[config.mk]
export PLATFORM = sky130hd
export DESIGN_NAME = fractional_audio_resampler_core
export DESIGN_NICKNAME = d
export VERILOG_FILES = /design/src/sv/far_pkg.sv /design/src/sv/far_ctrl.sv /design/src/sv/far_dp.sv /design/src/sv/fractional_audio_resampler_core.sv
export SDC_FILE = /design/constraint.sdc
export NUM_CORES = 1
export LEC_CHECK = 0
export ABC_AREA = 1
export BUFFER_PORTS_ARGS = -buffer_cell sky130_fd_sc_hd__buf_4
export CORE_ASPECT_RATIO = 1.1
export CORE_MARGIN = 5
export CORE_UTILIZATION = 60
export CTS_BUF_LIST = sky130_fd_sc_hd__clkbuf_8
export DETAILED_ROUTE_END_ITERATION = 12
export PLACE_DENSITY_LB_ADDON = 0.08
export SLEW_MARGIN = 20
export SYNTH_ARGS = -nofsm -noshare
export SYNTH_HDL_FRONTEND = slang
export SYNTH_HIERARCHICAL = 1
export SYNTH_SLANG_ARGS = --single-unit
[constraint.sdc]
create_clock -name clk -period 8.2 [get_ports clk]
set_input_delay 0.82 -clock clk [delete_from_list [all_inputs] [get_ports clk]]
set_output_delay 0.82 -clock clk [all_outputs]
set_load 0.005 [all_outputs]
[src/sv/far_pkg.sv]
// Package for the fractional audio resampler.
// Holds shared widths, register indexes, the controller state and command/status types.
// Depends on nothing.
`default_nettype none

package far_pkg;

	localparam int PHASE_BITS_DEF  = 12;
	localparam int SAMPLE_BITS_DEF = 16;

	localparam int CFG_IDX_W  = 2;
	localparam int CFG_DATA_W = 18;
	localparam int MODE_W     = 2;
	localparam int INC_W      = 18;
	localparam int START_W    = 12;
	localparam int SKIP_W     = 6;
	localparam int STEP_W     = 2;

	localparam logic [MODE_W-1:0] MODE_RESET = 2'd1;
	localparam logic [INC_W-1:0]  INC_RESET  = 18'd4096;

	typedef enum logic [CFG_IDX_W-1:0] {
		REG_MODE  = 2'd0,
		REG_INC   = 2'd1,
		REG_START = 2'd2
	} cfg_reg_t;

	typedef enum logic [MODE_W-1:0] {
		MODE_NEAREST = 2'd0,
		MODE_LINEAR  = 2'd1,
		MODE_CUBIC   = 2'd2
	} mode_t;

	typedef enum logic [1:0] {
		ST_IDLE,
		ST_LOAD,
		ST_MAC,
		ST_EMIT
	} state_t;

	typedef enum logic [1:0] {
		AD_B,
		AD_K2,
		AD_K1,
		AD_K0
	} addend_t;

	typedef struct packed {
		logic    shift;
		logic    skip_dec;
		logic    load;
		logic    mac;
		addend_t addend;
		logic    emit;
	} dp_cmd_t;

	typedef struct packed {
		logic              skip_nz;
		logic              adv_nz;
		logic [MODE_W-1:0] mode;
	} dp_status_t;

endpackage

`default_nettype wire

[src/sv/far_ctrl.sv]
// Controller for the fractional audio resampler.
// Sequences accept, coefficient load, multiply-add steps and result emit.
// Depends on far_pkg.
`default_nettype none

module far_ctrl (
	input  wire                   clk,
	input  wire                   arst_n,
	input  wire                   in_valid,
	output logic                  in_stall,
	output logic                  out_valid,
	input  wire                   out_stall,
	input  far_pkg::dp_status_t   status,
	output far_pkg::dp_cmd_t      cmd
);
	import far_pkg::*;

	state_t              state_q, state_nxt;
	logic [STEP_W-1:0]   step_q;
	logic                out_valid_q;
	logic                accept;
	logic                out_free;
	logic                is_linear;
	logic                last_step;

	assign accept    = in_valid && !in_stall;
	assign out_free  = !out_valid_q || !out_stall;
	assign is_linear = (status.mode == MODE_LINEAR);
	assign last_step = is_linear ? (step_q == STEP_W'(0)) : (step_q == STEP_W'(2));
	assign out_valid = out_valid_q;

	always_comb begin
		state_nxt = state_q;
		case (state_q)
			ST_IDLE: begin
				if (accept && !status.skip_nz)
					state_nxt = ST_LOAD;
			end
			ST_LOAD: begin
				if (status.mode == MODE_NEAREST)
					state_nxt = ST_EMIT;
				else
					state_nxt = ST_MAC;
			end
			ST_MAC: begin
				if (last_step)
					state_nxt = ST_EMIT;
			end
			ST_EMIT: begin
				if (out_free)
					state_nxt = status.adv_nz ? ST_IDLE : ST_LOAD;
			end
			default: state_nxt = ST_IDLE;
		endcase
	end

	always_comb begin
		in_stall     = 1'b1;
		cmd          = '0;
		cmd.addend   = AD_B;
		case (state_q)
			ST_IDLE: begin
				in_stall     = 1'b0;
				cmd.shift    = accept;
				cmd.skip_dec = accept && status.skip_nz;
			end
			ST_LOAD: begin
				cmd.load = 1'b1;
			end
			ST_MAC: begin
				cmd.mac = 1'b1;
				if (is_linear)
					cmd.addend = AD_B;
				else begin
					case (step_q)
						2'd0:    cmd.addend = AD_K2;
						2'd1:    cmd.addend = AD_K1;
						default: cmd.addend = AD_K0;
					endcase
				end
			end
			ST_EMIT: begin
				cmd.emit = out_free;
			end
			default: begin
				in_stall = 1'b1;
			end
		endcase
	end

	always_ff @(posedge clk or negedge arst_n) begin
		if (!arst_n) begin
			state_q     <= ST_IDLE;
			step_q      <= '0;
			out_valid_q <= 1'b0;
		end else begin
			state_q <= state_nxt;
			if (state_q == ST_MAC)
				step_q <= step_q + STEP_W'(1);
			else
				step_q <= '0;
			if (cmd.emit)
				out_valid_q <= 1'b1;
			else if (!out_stall)
				out_valid_q <= 1'b0;
		end
	end

endmodule

`default_nettype wire

[src/sv/far_dp.sv]
// Datapath for the fractional audio resampler.
// Config registers, sample history, phase accumulator, shared multiply-add and output register.
// Depends on far_pkg.
`default_nettype none

module far_dp #(
	parameter int PHASE_BITS  = far_pkg::PHASE_BITS_DEF,
	parameter int SAMPLE_BITS = far_pkg::SAMPLE_BITS_DEF
) (
	input  wire                                 clk,
	input  wire                                 arst_n,
	input  wire                                 cfg_we,
	input  wire  [far_pkg::CFG_IDX_W-1:0]       cfg_index,
	input  wire  [far_pkg::CFG_DATA_W-1:0]      cfg_data,
	input  wire  signed [SAMPLE_BITS-1:0]       in_sample,
	input  far_pkg::dp_cmd_t                    cmd,
	output far_pkg::dp_status_t                 status,
	output logic signed [SAMPLE_BITS-1:0]       out_sample,
	output logic                                last_of_run
);
	import far_pkg::*;

	localparam int AW  = SAMPLE_BITS + 5;
	localparam int TW  = PHASE_BITS + 1;
	localparam int PW  = AW + TW;
	localparam int IW  = PHASE_BITS + 6;
	localparam int ACW = PHASE_BITS + 7;
	localparam int CW  = (INC_W > ACW) ? INC_W : ACW;
	localparam logic [CW-1:0] INC_MIN = CW'(1) << (PHASE_BITS - 6);
	localparam logic [CW-1:0] INC_MAX = (CW'(64) << PHASE_BITS) - CW'(1);
	localparam logic signed [SAMPLE_BITS-1:0] SMAX = {1'b0, {(SAMPLE_BITS-1){1'b1}}};
	localparam logic signed [SAMPLE_BITS-1:0] SMIN = {1'b1, {(SAMPLE_BITS-1){1'b0}}};

	logic [MODE_W-1:0]             mode_q;
	logic [INC_W-1:0]              inc_q;
	logic [PHASE_BITS-1:0]         phase_q;
	logic [SKIP_W-1:0]             skip_q;
	logic signed [SAMPLE_BITS-1:0] hist_q [4];
	logic signed [AW-1:0]          acc_q;

	logic [CW-1:0]                 inc_ext, inc_cl;
	logic [ACW-1:0]                acc_sum;
	logic [ACW-PHASE_BITS-1:0]     adv;
	logic signed [AW-1:0]          ha, hb, hc, hd;
	logic signed [AW-1:0]          k3, k2, k1, k0, cmb, bc;
	logic signed [AW-1:0]          load_val, addend, mac_val, res_v;
	logic signed [TW-1:0]          t_s;
	logic signed [PW-1:0]          prod;
	logic signed [SAMPLE_BITS-1:0] sat_v;
	logic                          in_range;

	// phase step, clamped so one input that is not skipped yields 1..64 results
	assign inc_ext = CW'(inc_q);
	always_comb begin
		if (inc_ext < INC_MIN)
			inc_cl = INC_MIN;
		else if (inc_ext > INC_MAX)
			inc_cl = INC_MAX;
		else
			inc_cl = inc_ext;
	end
	assign acc_sum = ACW'(phase_q) + ACW'(inc_cl[IW-1:0]);
	assign adv     = acc_sum[ACW-1:PHASE_BITS];

	assign ha = {{5{hist_q[0][SAMPLE_BITS-1]}}, hist_q[0]};
	assign hb = {{5{hist_q[1][SAMPLE_BITS-1]}}, hist_q[1]};
	assign hc = {{5{hist_q[2][SAMPLE_BITS-1]}}, hist_q[2]};
	assign hd = {{5{hist_q[3][SAMPLE_BITS-1]}}, hist_q[3]};

	assign bc  = hb - hc;
	assign k3  = hd - ha + (bc <<< 1) + bc;
	assign k2  = (ha <<< 1) - (hb <<< 2) - hb + (hc <<< 2) - hd;
	assign k1  = hc - ha;
	assign k0  = hb <<< 1;
	assign cmb = hc - hb;

	always_comb begin
		case (mode_q)
			MODE_NEAREST: load_val = hb;
			MODE_LINEAR:  load_val = cmb;
			default:      load_val = k3;
		endcase
	end

	always_comb begin
		case (cmd.addend)
			AD_B:    addend = hb;
			AD_K2:   addend = k2;
			AD_K1:   addend = k1;
			AD_K0:   addend = k0;
			default: addend = hb;
		endcase
	end

	// floor((acc * t) >> PHASE_BITS) + addend
	assign t_s     = {1'b0, phase_q};
	assign prod    = acc_q * t_s;
	assign mac_val = prod[PHASE_BITS+AW-1:PHASE_BITS] + addend;

	always_comb begin
		case (mode_q)
			MODE_NEAREST, MODE_LINEAR: res_v = acc_q;
			default:                   res_v = acc_q >>> 1;
		endcase
	end

	assign in_range = (&res_v[AW-1:SAMPLE_BITS-1]) || !(|res_v[AW-1:SAMPLE_BITS-1]);
	assign sat_v    = in_range ? res_v[SAMPLE_BITS-1:0] : (res_v[AW-1] ? SMIN : SMAX);

	assign status.skip_nz = |skip_q;
	assign status.adv_nz  = |adv;
	assign status.mode    = mode_q;

	always_ff @(posedge clk or negedge arst_n) begin
		if (!arst_n) begin
			mode_q  <= MODE_RESET;
			inc_q   <= INC_RESET;
			phase_q <= '0;
			skip_q  <= '0;
			for (int i = 0; i < 4; i++)
				hist_q[i] <= '0;
		end else begin
			if (cfg_we) begin
				case (cfg_index)
					REG_MODE:  mode_q <= cfg_data[MODE_W-1:0];
					REG_INC:   inc_q  <= cfg_data[INC_W-1:0];
					REG_START: begin
						phase_q <= PHASE_BITS'(cfg_data[START_W-1:0]);
						skip_q  <= '0;
					end
					default: ;
				endcase
			end else begin
				if (cmd.skip_dec)
					skip_q <= skip_q - SKIP_W'(1);
				else if (cmd.emit && status.adv_nz)
					skip_q <= adv[SKIP_W-1:0] - SKIP_W'(1);
				if (cmd.emit)
					phase_q <= acc_sum[PHASE_BITS-1:0];
			end
			if (cmd.shift) begin
				hist_q[0] <= hist_q[1];
				hist_q[1] <= hist_q[2];
				hist_q[2] <= hist_q[3];
				hist_q[3] <= in_sample;
			end
		end
	end

	always_ff @(posedge clk) begin
		if (cmd.load)
			acc_q <= load_val;
		else if (cmd.mac)
			acc_q <= mac_val;
		if (cmd.emit) begin
			out_sample  <= sat_v;
			last_of_run <= status.adv_nz;
		end
	end

endmodule

`default_nettype wire

[src/sv/fractional_audio_resampler_core.sv]
// Channel   Handshake            Payload
// in        in_valid / in_stall  in_sample
// out       out_valid / out_stall out_sample, last_of_run
// cfg       cfg_valid / cfg_ready cfg_index, cfg_data
//
// A source sample is accepted in idle; a skipped sample only shifts the history and the controller stays idle.
// Each result then runs load, the multiply-add steps (none for nearest) and emit, on the single
// shared multiply-add that walks the Horner chain one term per cycle.
// The result register decouples the output: emit waits only while it is full and stalled.
// Reset is asynchronous and restores the register defaults, zero history and zero phase.
//
// Top level of the fractional audio resampler; depends on far_pkg, far_ctrl, far_dp.
`default_nettype none

module fractional_audio_resampler_core #(
	parameter int PHASE_BITS  = far_pkg::PHASE_BITS_DEF,
	parameter int SAMPLE_BITS = far_pkg::SAMPLE_BITS_DEF
) (
	input  wire                              clk,
	input  wire                              arst_n,
	input  wire                              in_valid,
	output logic                             in_stall,
	input  wire  signed [SAMPLE_BITS-1:0]    in_sample,
	output logic                             out_valid,
	input  wire                              out_stall,
	output logic signed [SAMPLE_BITS-1:0]    out_sample,
	output logic                             last_of_run,
	input  wire                              cfg_valid,
	output logic                             cfg_ready,
	input  wire  [far_pkg::CFG_IDX_W-1:0]    cfg_index,
	input  wire  [far_pkg::CFG_DATA_W-1:0]   cfg_data
);
	import far_pkg::*;

	dp_cmd_t    cmd;
	dp_status_t status;

	assign cfg_ready = 1'b1;

	far_ctrl u_ctrl (
		.clk       (clk),
		.arst_n    (arst_n),
		.in_valid  (in_valid),
		.in_stall  (in_stall),
		.out_valid (out_valid),
		.out_stall (out_stall),
		.status    (status),
		.cmd       (cmd)
	);

	far_dp #(
		.PHASE_BITS  (PHASE_BITS),
		.SAMPLE_BITS (SAMPLE_BITS)
	) u_dp (
		.clk         (clk),
		.arst_n      (arst_n),
		.cfg_we      (cfg_valid && cfg_ready),
		.cfg_index   (cfg_index),
		.cfg_data    (cfg_data),
		.in_sample   (in_sample),
		.cmd         (cmd),
		.status      (status),
		.out_sample  (out_sample),
		.last_of_run (last_of_run)
	);

endmodule

`default_nettype wire

* Yosys cells after proc, flatten, opt, wreduce, memory -nomap -nowiden *
Cells that the tools add are included.

cells by class
  reduce and logical (&&, ||, !) cells = 28
  $lt $le $gt $ge = 2
  $mul = 1
  equality and inequality tests = 16
  $add $sub $neg = 15
  mux-type cells = 33

operators with widths
  operator              number
  $pmux 21 s4           1
  $sub 16x16->17        4
  $add 21x21->21        3
  $mux 21               2
  $pmux 21 s2           1
  $mux 12               3
  $mux 18               2
  $mul 21x13->33        1
  $mux 16               2
  $mux 6                4
  $add 21x18->21        1
  $sub 21x16->21        1
  $mux 20               1
  $sub 19x16->20        1
  $add 12x18->19        1
  $sub 17x18->19        1
  $gt 18x18->1 const B  1
  $lt 18x7->1 const B   1
  $eq 2x2->1 const B    6
  $mux 2                6
  $reduce_or 6->1       2
  $sub 6x1->6 const B   2
  $eq 2x1->1 const B    5
  $logic_not 2->1       5
  17 further kinds      38

word-level totals
  logic and storage cells = 109
  flip-flop bits (word level) = 145
  input port bits = 41
  output and inout bits = 20

* Depth between registers and ports, before layout *
  depth in word-level cells = 9
  gate-level depth with buffers = 40
  depth with buffers taken out = 39

* By module *
The synthesis kept the hierarchy.

modules (own cells, without submodules)
  module                           cells an instance  instances  seq. area each (um2)  area an instance (um2)
  far_dp                           3222               1          3696.0                23874.1
  far_ctrl                         56                 1          125.1                 407.9
  fractional_audio_resampler_core  2                  1          0.0                   11.3

* Worst setup path after synthesis *
OpenSTA, ideal clock, no wires.

  path type = register to register
  start = reg u_dp.phase_q[1]
  end = reg u_dp.acc_q[18] (data pin)
  period minus slack after synthesis = 6.304 ns
  arrival time = 6.028 ns
  buffers on the path = 1
  stages on the path, launching flop included = 28
  data required time = 7.924 ns
  setup slack = 1.896 ns
  setup time = 0.276 ns
  cell sequence = dfrtp_1 -> clkbuf_1 -> nand2_1 -> fa_1 -> fa_1 -> inv_1 -> fa_1 -> fa_1 -> inv_1 -> fa_1 -> inv_1 -> ha_1 -> nand2_1 -> nor2_1 -> inv_1 -> nor2_1 -> nand4_1 -> o221ai_1 -> nand2_1 -> nand2_1 -> xor2_1 -> ha_1 -> nand2_1 -> nor4_1 -> nand4_1 -> nand3_1 -> xor2_1 -> a22oi_1

on the way
  word-level cells in the longest chain between the ends = 4

ends and longest elaborated chain
  what                      RTL line       source
  start: declaration        far_dp.sv:36   logic [PHASE_BITS-1:0] phase_q;
  start signal: assignment  far_dp.sv:128  phase_q <= PHASE_BITS'(cfg_data[START_W-1:0]);
  start signal: assignment  far_dp.sv:139  phase_q <= acc_sum[PHASE_BITS-1:0];
  $mul 21x13->33            far_dp.sv:97   assign prod = acc_q * t_s;
  $add 21x21->21            far_dp.sv:98   assign mac_val = prod[PHASE_BITS+AW-1:PHASE_BITS] + addend;
  $mux 21                   far_dp.sv:153  else if (cmd.mac)
  $mux 21                   far_dp.sv:151  if (cmd.load)
  end signal: assignment    far_dp.sv:152  acc_q <= load_val;
  end signal: assignment    far_dp.sv:154  acc_q <= mac_val;
  end: declaration          far_dp.sv:39   logic signed [AW-1:0] acc_q;

Every way passes these cells. The select of a mux whose other input is x is not followed.
A chain may end at the register's enable or synchronous reset.

* Worst setup path after layout *
  start = reg u_dp.phase_q[2]
  end = reg u_dp.acc_q[19] (data pin)

The elaborated chain is that of the path after synthesis.

==> insert_results.sql <==
INSERT INTO impl_metrics (metric_group, metric, value, unit) VALUES
('critical_path', 'cpPeakStageDelay', '0.88', 'ns'),
('route', 'post_drt_wl_per_cell', '18.3', 'microns'),
('sta', 'max_slew.worst_pin.slew', '1.03', 'ns'),
('global_route', 'grt_pass1_wl', '113000', 'microns'),
('critical_path', 'criticalPathCategory', 'reg -> reg', ''),
('synthesis', 'yosys_warnings', '6', ''),
('sta', 'unrepaired_setup_endpoints_after_global_routing', 'false', ''),
('clock_network', 'ctsHoldBuffers', '0', ''),
('sta', 'setup_viol', '0', ''),
('cells_and_area', 'syn2layout_area_growth', '5.34', '%'),
('place', 'numPlacedInstances', '3777', ''),
('cells_and_area', 'layout.cells.non_filler', '3810', ''),
('floorplanning', 'dieWidth', '202', 'microns'),
('global_route', 'grt_max_degree', '111', ''),
('synthesis', 'ys_async_sr_fraction', '73.8', '%'),
('critical_path', 'timing.critical_path.fanout_max', '18', ''),
('clock_network', 'max-clock-path-buffers', '2', ''),
('sta', 'finalClockSkew', '0.0209', 'ns'),
('synthesis', 'ys_dominant_reg_cell', 'dfrtp_1', ''),
('global_route', 'first_global_vias', '22200', ''),
('sta', 'fin_crit_sh', '94.0', '%'),
('clock_network', 'cts_root_buf', 'clkbuf_8', ''),
('route', 'drt-total-wl', '69700', 'microns'),
('route', 'detailedRoute.firstPassIterationCount', '6', ''),
('sta', 'setup_tns', '0', 'ns'),
('critical_path', 'crit_path_start_kind', 'register', ''),
('route', 'post_drt_via_cell_ratio', '5.54', ''),
('floorplanning', 'dieArea', '44600', 'sq um'),
('synthesis', 'syn_area_per_cell', '7.41', 'sq um'),
('place', 'placement.io_buffers', '59', ''),
('critical_path', 'worst_ep_required_time', '8.52', 'ns'),
('critical_path', 'critical_path.slowest_cell', 'dfrtp_1', ''),
('place', 'routabilityCongestion', '0.977', ''),
('clock_network', 'cts_buffers', '17', ''),
('synthesis', 'synth_top_family_by_area', 'adder cells', ''),
('synthesis', 'synth_edf_count', '38', ''),
('clock_network', 'clock-sinks', '145', ''),
('route', 'drc', '0', ''),
('clock_network', 'worst_skew_pair.late_latency', '0.57', 'ns'),
('route', 'postRouteAntennaNets', '0', ''),
('sta', 'relSlewSlack', '31.2', '%'),
('place', 'detailedPlacementHpwl', '58100', 'microns'),
('clock_network', 'post_cts.repair.setup_buffers', '0', ''),
('synthesis', 'ys_seq_area_share', '15.7', '%'),
('synthesis', 'synthesis.instances', '3280', ''),
('route', 'detailroute.via_count', '21100', ''),
('critical_path', 'cpMostUsedCell', 'nand2_1', ''),
('sta', 'layout_min_cycle_time', '7.71', 'ns'),
('clock_network', 'cts.repair.resized', '0', ''),
('cells_and_area', 'drive_gt1_share', '5.43', '%'),
('floorplanning', 'boundary_pin_count', '61', ''),
('floorplanning', 'core-area', '40100', 'sq um'),
('min_path', 'hold_path_class', 'in -> async', ''),
('floorplanning', 'rows', '77', ''),
('synthesis', 'netlist_area', '24300', 'sq um'),
('synthesis', 'synth.mux.area_fraction', '0.731', '%'),
('run', 'maxCapViolations', '0', ''),
('route', 'drt_iter0_markers', '1560', ''),
('synthesis', 'synthSimpleGateAreaFrac', '19.2', '%'),
('synthesis', 'ys_ff_latch', '145', ''),
('synthesis', 'netlist-cell-type-count', '53', ''),
('critical_path', 'cp-end-kind', 'register', ''),
('synthesis', 'yosys.area_share.xor_xnor', '2.52', '%'),
('global_route', 'grt_overflow_total', '0', ''),
('sta', 'final_max_slew_viol_count', '0', ''),
('sta', 'finalHoldViolCount', '0', ''),
('cells_and_area', 'num-nets-final', '3842', ''),
('critical_path', 'worst-endpoint-arrival', '8.03', 'ns'),
('synthesis', 'synth_compound_area_share', '12.3', '%'),
('critical_path', 'timing.reg2reg.setup_slack', '0.49', 'ns'),
('status', 'status', 'complete, no violations', ''),
('floorplanning', 'die-height', '221', 'microns'),
('clock_network', 'ctsHtreeMaxLevel', '4', ''),
('floorplanning', 'initial_core_util', '60.6', '%'),
('sta', 'timing.fmax', '0.130', 'GHz'),
('clock_network', 'clk_transition_reported_paths', '0.10', 'ns'),
('synthesis', 'synth_adder_area_share', '36.4', '%'),
('global_route', 'globalRouteTotalUtil', '31.8', '%'),
('global_route', 'grt_antenna_before_repair', '1', ''),
('clock_network', 'tritoncts', 'yes', ''),
('synthesis', 'synth_fp_nets', '3839', '');
final cells by class:
class	instances	area, sq um
timing repair buffer	81	608
tap	513	642
sequential	145	3820
clock buffer	17	234
clock inverter	15	185
fill	3649	14500
inverter	746	2800
antenna	1	2.50
multi-input combinational	2292	17300
placed cells by master, fill, tap and decap left out, types with 7 or more instances in the layout:
master      n
nand2_1   791
inv_1     741
fa_1      315
a21oi_1   219
o21ai_0   212
ha_1      203
nor2_1    160
dfrtp_1   105
nand3_1    97
buf_4      81
xor2_1     46
edfxtp_1   38
or2_2      30
o211ai_1   26
xnor2_1    24
clkbuf_8   17
nand4_1    17
nor3_1     17
a31oi_1    15
mux2_2     14
a21o_1     10
o21bai_1   10
nand2_2     9
o21a_1      7
sequential cells by signal, indices dropped and copies added (netlist names):
signal,flops
u_ctrl/out_valid,1
u_ctrl/state_q,2
u_ctrl/step_q,2
u_dp/acc_q,21
u_dp/ha,16
u_dp/hb,16
u_dp/hc,16
u_dp/hd,16
u_dp/inc_q,18
u_dp/last_of_run,1
u_dp/mode_q,2
u_dp/out_sample,16
u_dp/phase_q,12
u_dp/skip_q,6
layer usage:
layer	part of all wire (%)	GRT usage [%]
met1	39	38.5
met2	51	56.2
met3	5.3	4.90
met4	4.4	14.0
met5	0	0
synth_stat cells, types with 7 or more instances:
cell,instances,share of area [%]
nand2_1,791,12
inv_1,742,11
fa_1,315,26
a21oi_1,220,4.5
o21ai_0,212,4.4
ha_1,203,10
nor2_1,160,2.5
dfrtp_1,105,11
nand3_1,97,2.0
clkbuf_1,84,1.3
xor2_1,46,1.7
edfxtp_1,38,4.7
or2_2,30,0.77
o211ai_1,26,0.80
xnor2_1,24,0.87
nand4_1,17,0.44
nor3_1,17,0.35
a31oi_1,15,0.39
mux2_2,14,0.65
a21o_1,10,0.31
o21bai_1,10,0.31
buf_2,9,0.19
nand2_2,9,0.23
o21a_1,7,0.22
cell families (layout without fill, tap and decap cells):
family          after synthesis  count (layout)
xor+xnor                     70              70
flops                       145             145
other cells                   1               2
simple gates               1144            1144
compound gates              543             543
fa+ha+maj                   518             518
buf+inv                     843             859
mux                          16              16
per-stage QoR:
stage | setup slack, ns | instance area (sq um) | hold WS [ns] | util (%)
finish | 0.495 | 25600 | 0.240 | 63.8
CTS | 0.561 | 25600 | 0.201 | 63.8
floorplan | 1.90 | 24300 | 0.428 | -
global route | 0.176 | 25600 | 0.255 | 63.8
detailed placement | 0.591 | 25200 | 0.457 | 62.8
global placement | 0.639 | 25200 | 0.445 | 62.8
critical path, delay by kind of cell, from the launching register on:
family / cells / cell delay (ns)
compound gates: 3 / 0.58
xor+xnor: 1 / 0.08
fa+ha+maj: 7 / 3.54
buf+inv: 4 / 0.38
flops: 1 / 0.88
simple gates: 13 / 1.97
worst paths after layout:
path,start,end,depth (start not counted)
max,u_dp/phase_q[2]$_DFFE_PN0P_,u_dp/acc_q[19]$_DFFE_PP_,28
max reg2reg,u_dp/phase_q[2]$_DFFE_PN0P_,u_dp/acc_q[19]$_DFFE_PP_,28
min reg2reg,u_ctrl/step_q[0]$_DFF_PN0_,u_ctrl/step_q[0]$_DFF_PN0_,1
min in group clk,in_sample[1],u_dp/hd[1]$_DFFE_PN0P_,3
max in group asynchronous,arst_n,u_dp/phase_q[9]$_DFFE_PN0P_,2
min,arst_n,u_dp/hd[0]$_DFFE_PN0P_,1
Power is not shown: default switching activity piles up to over one toggle a cycle in this logic, so the estimate is an artifact.
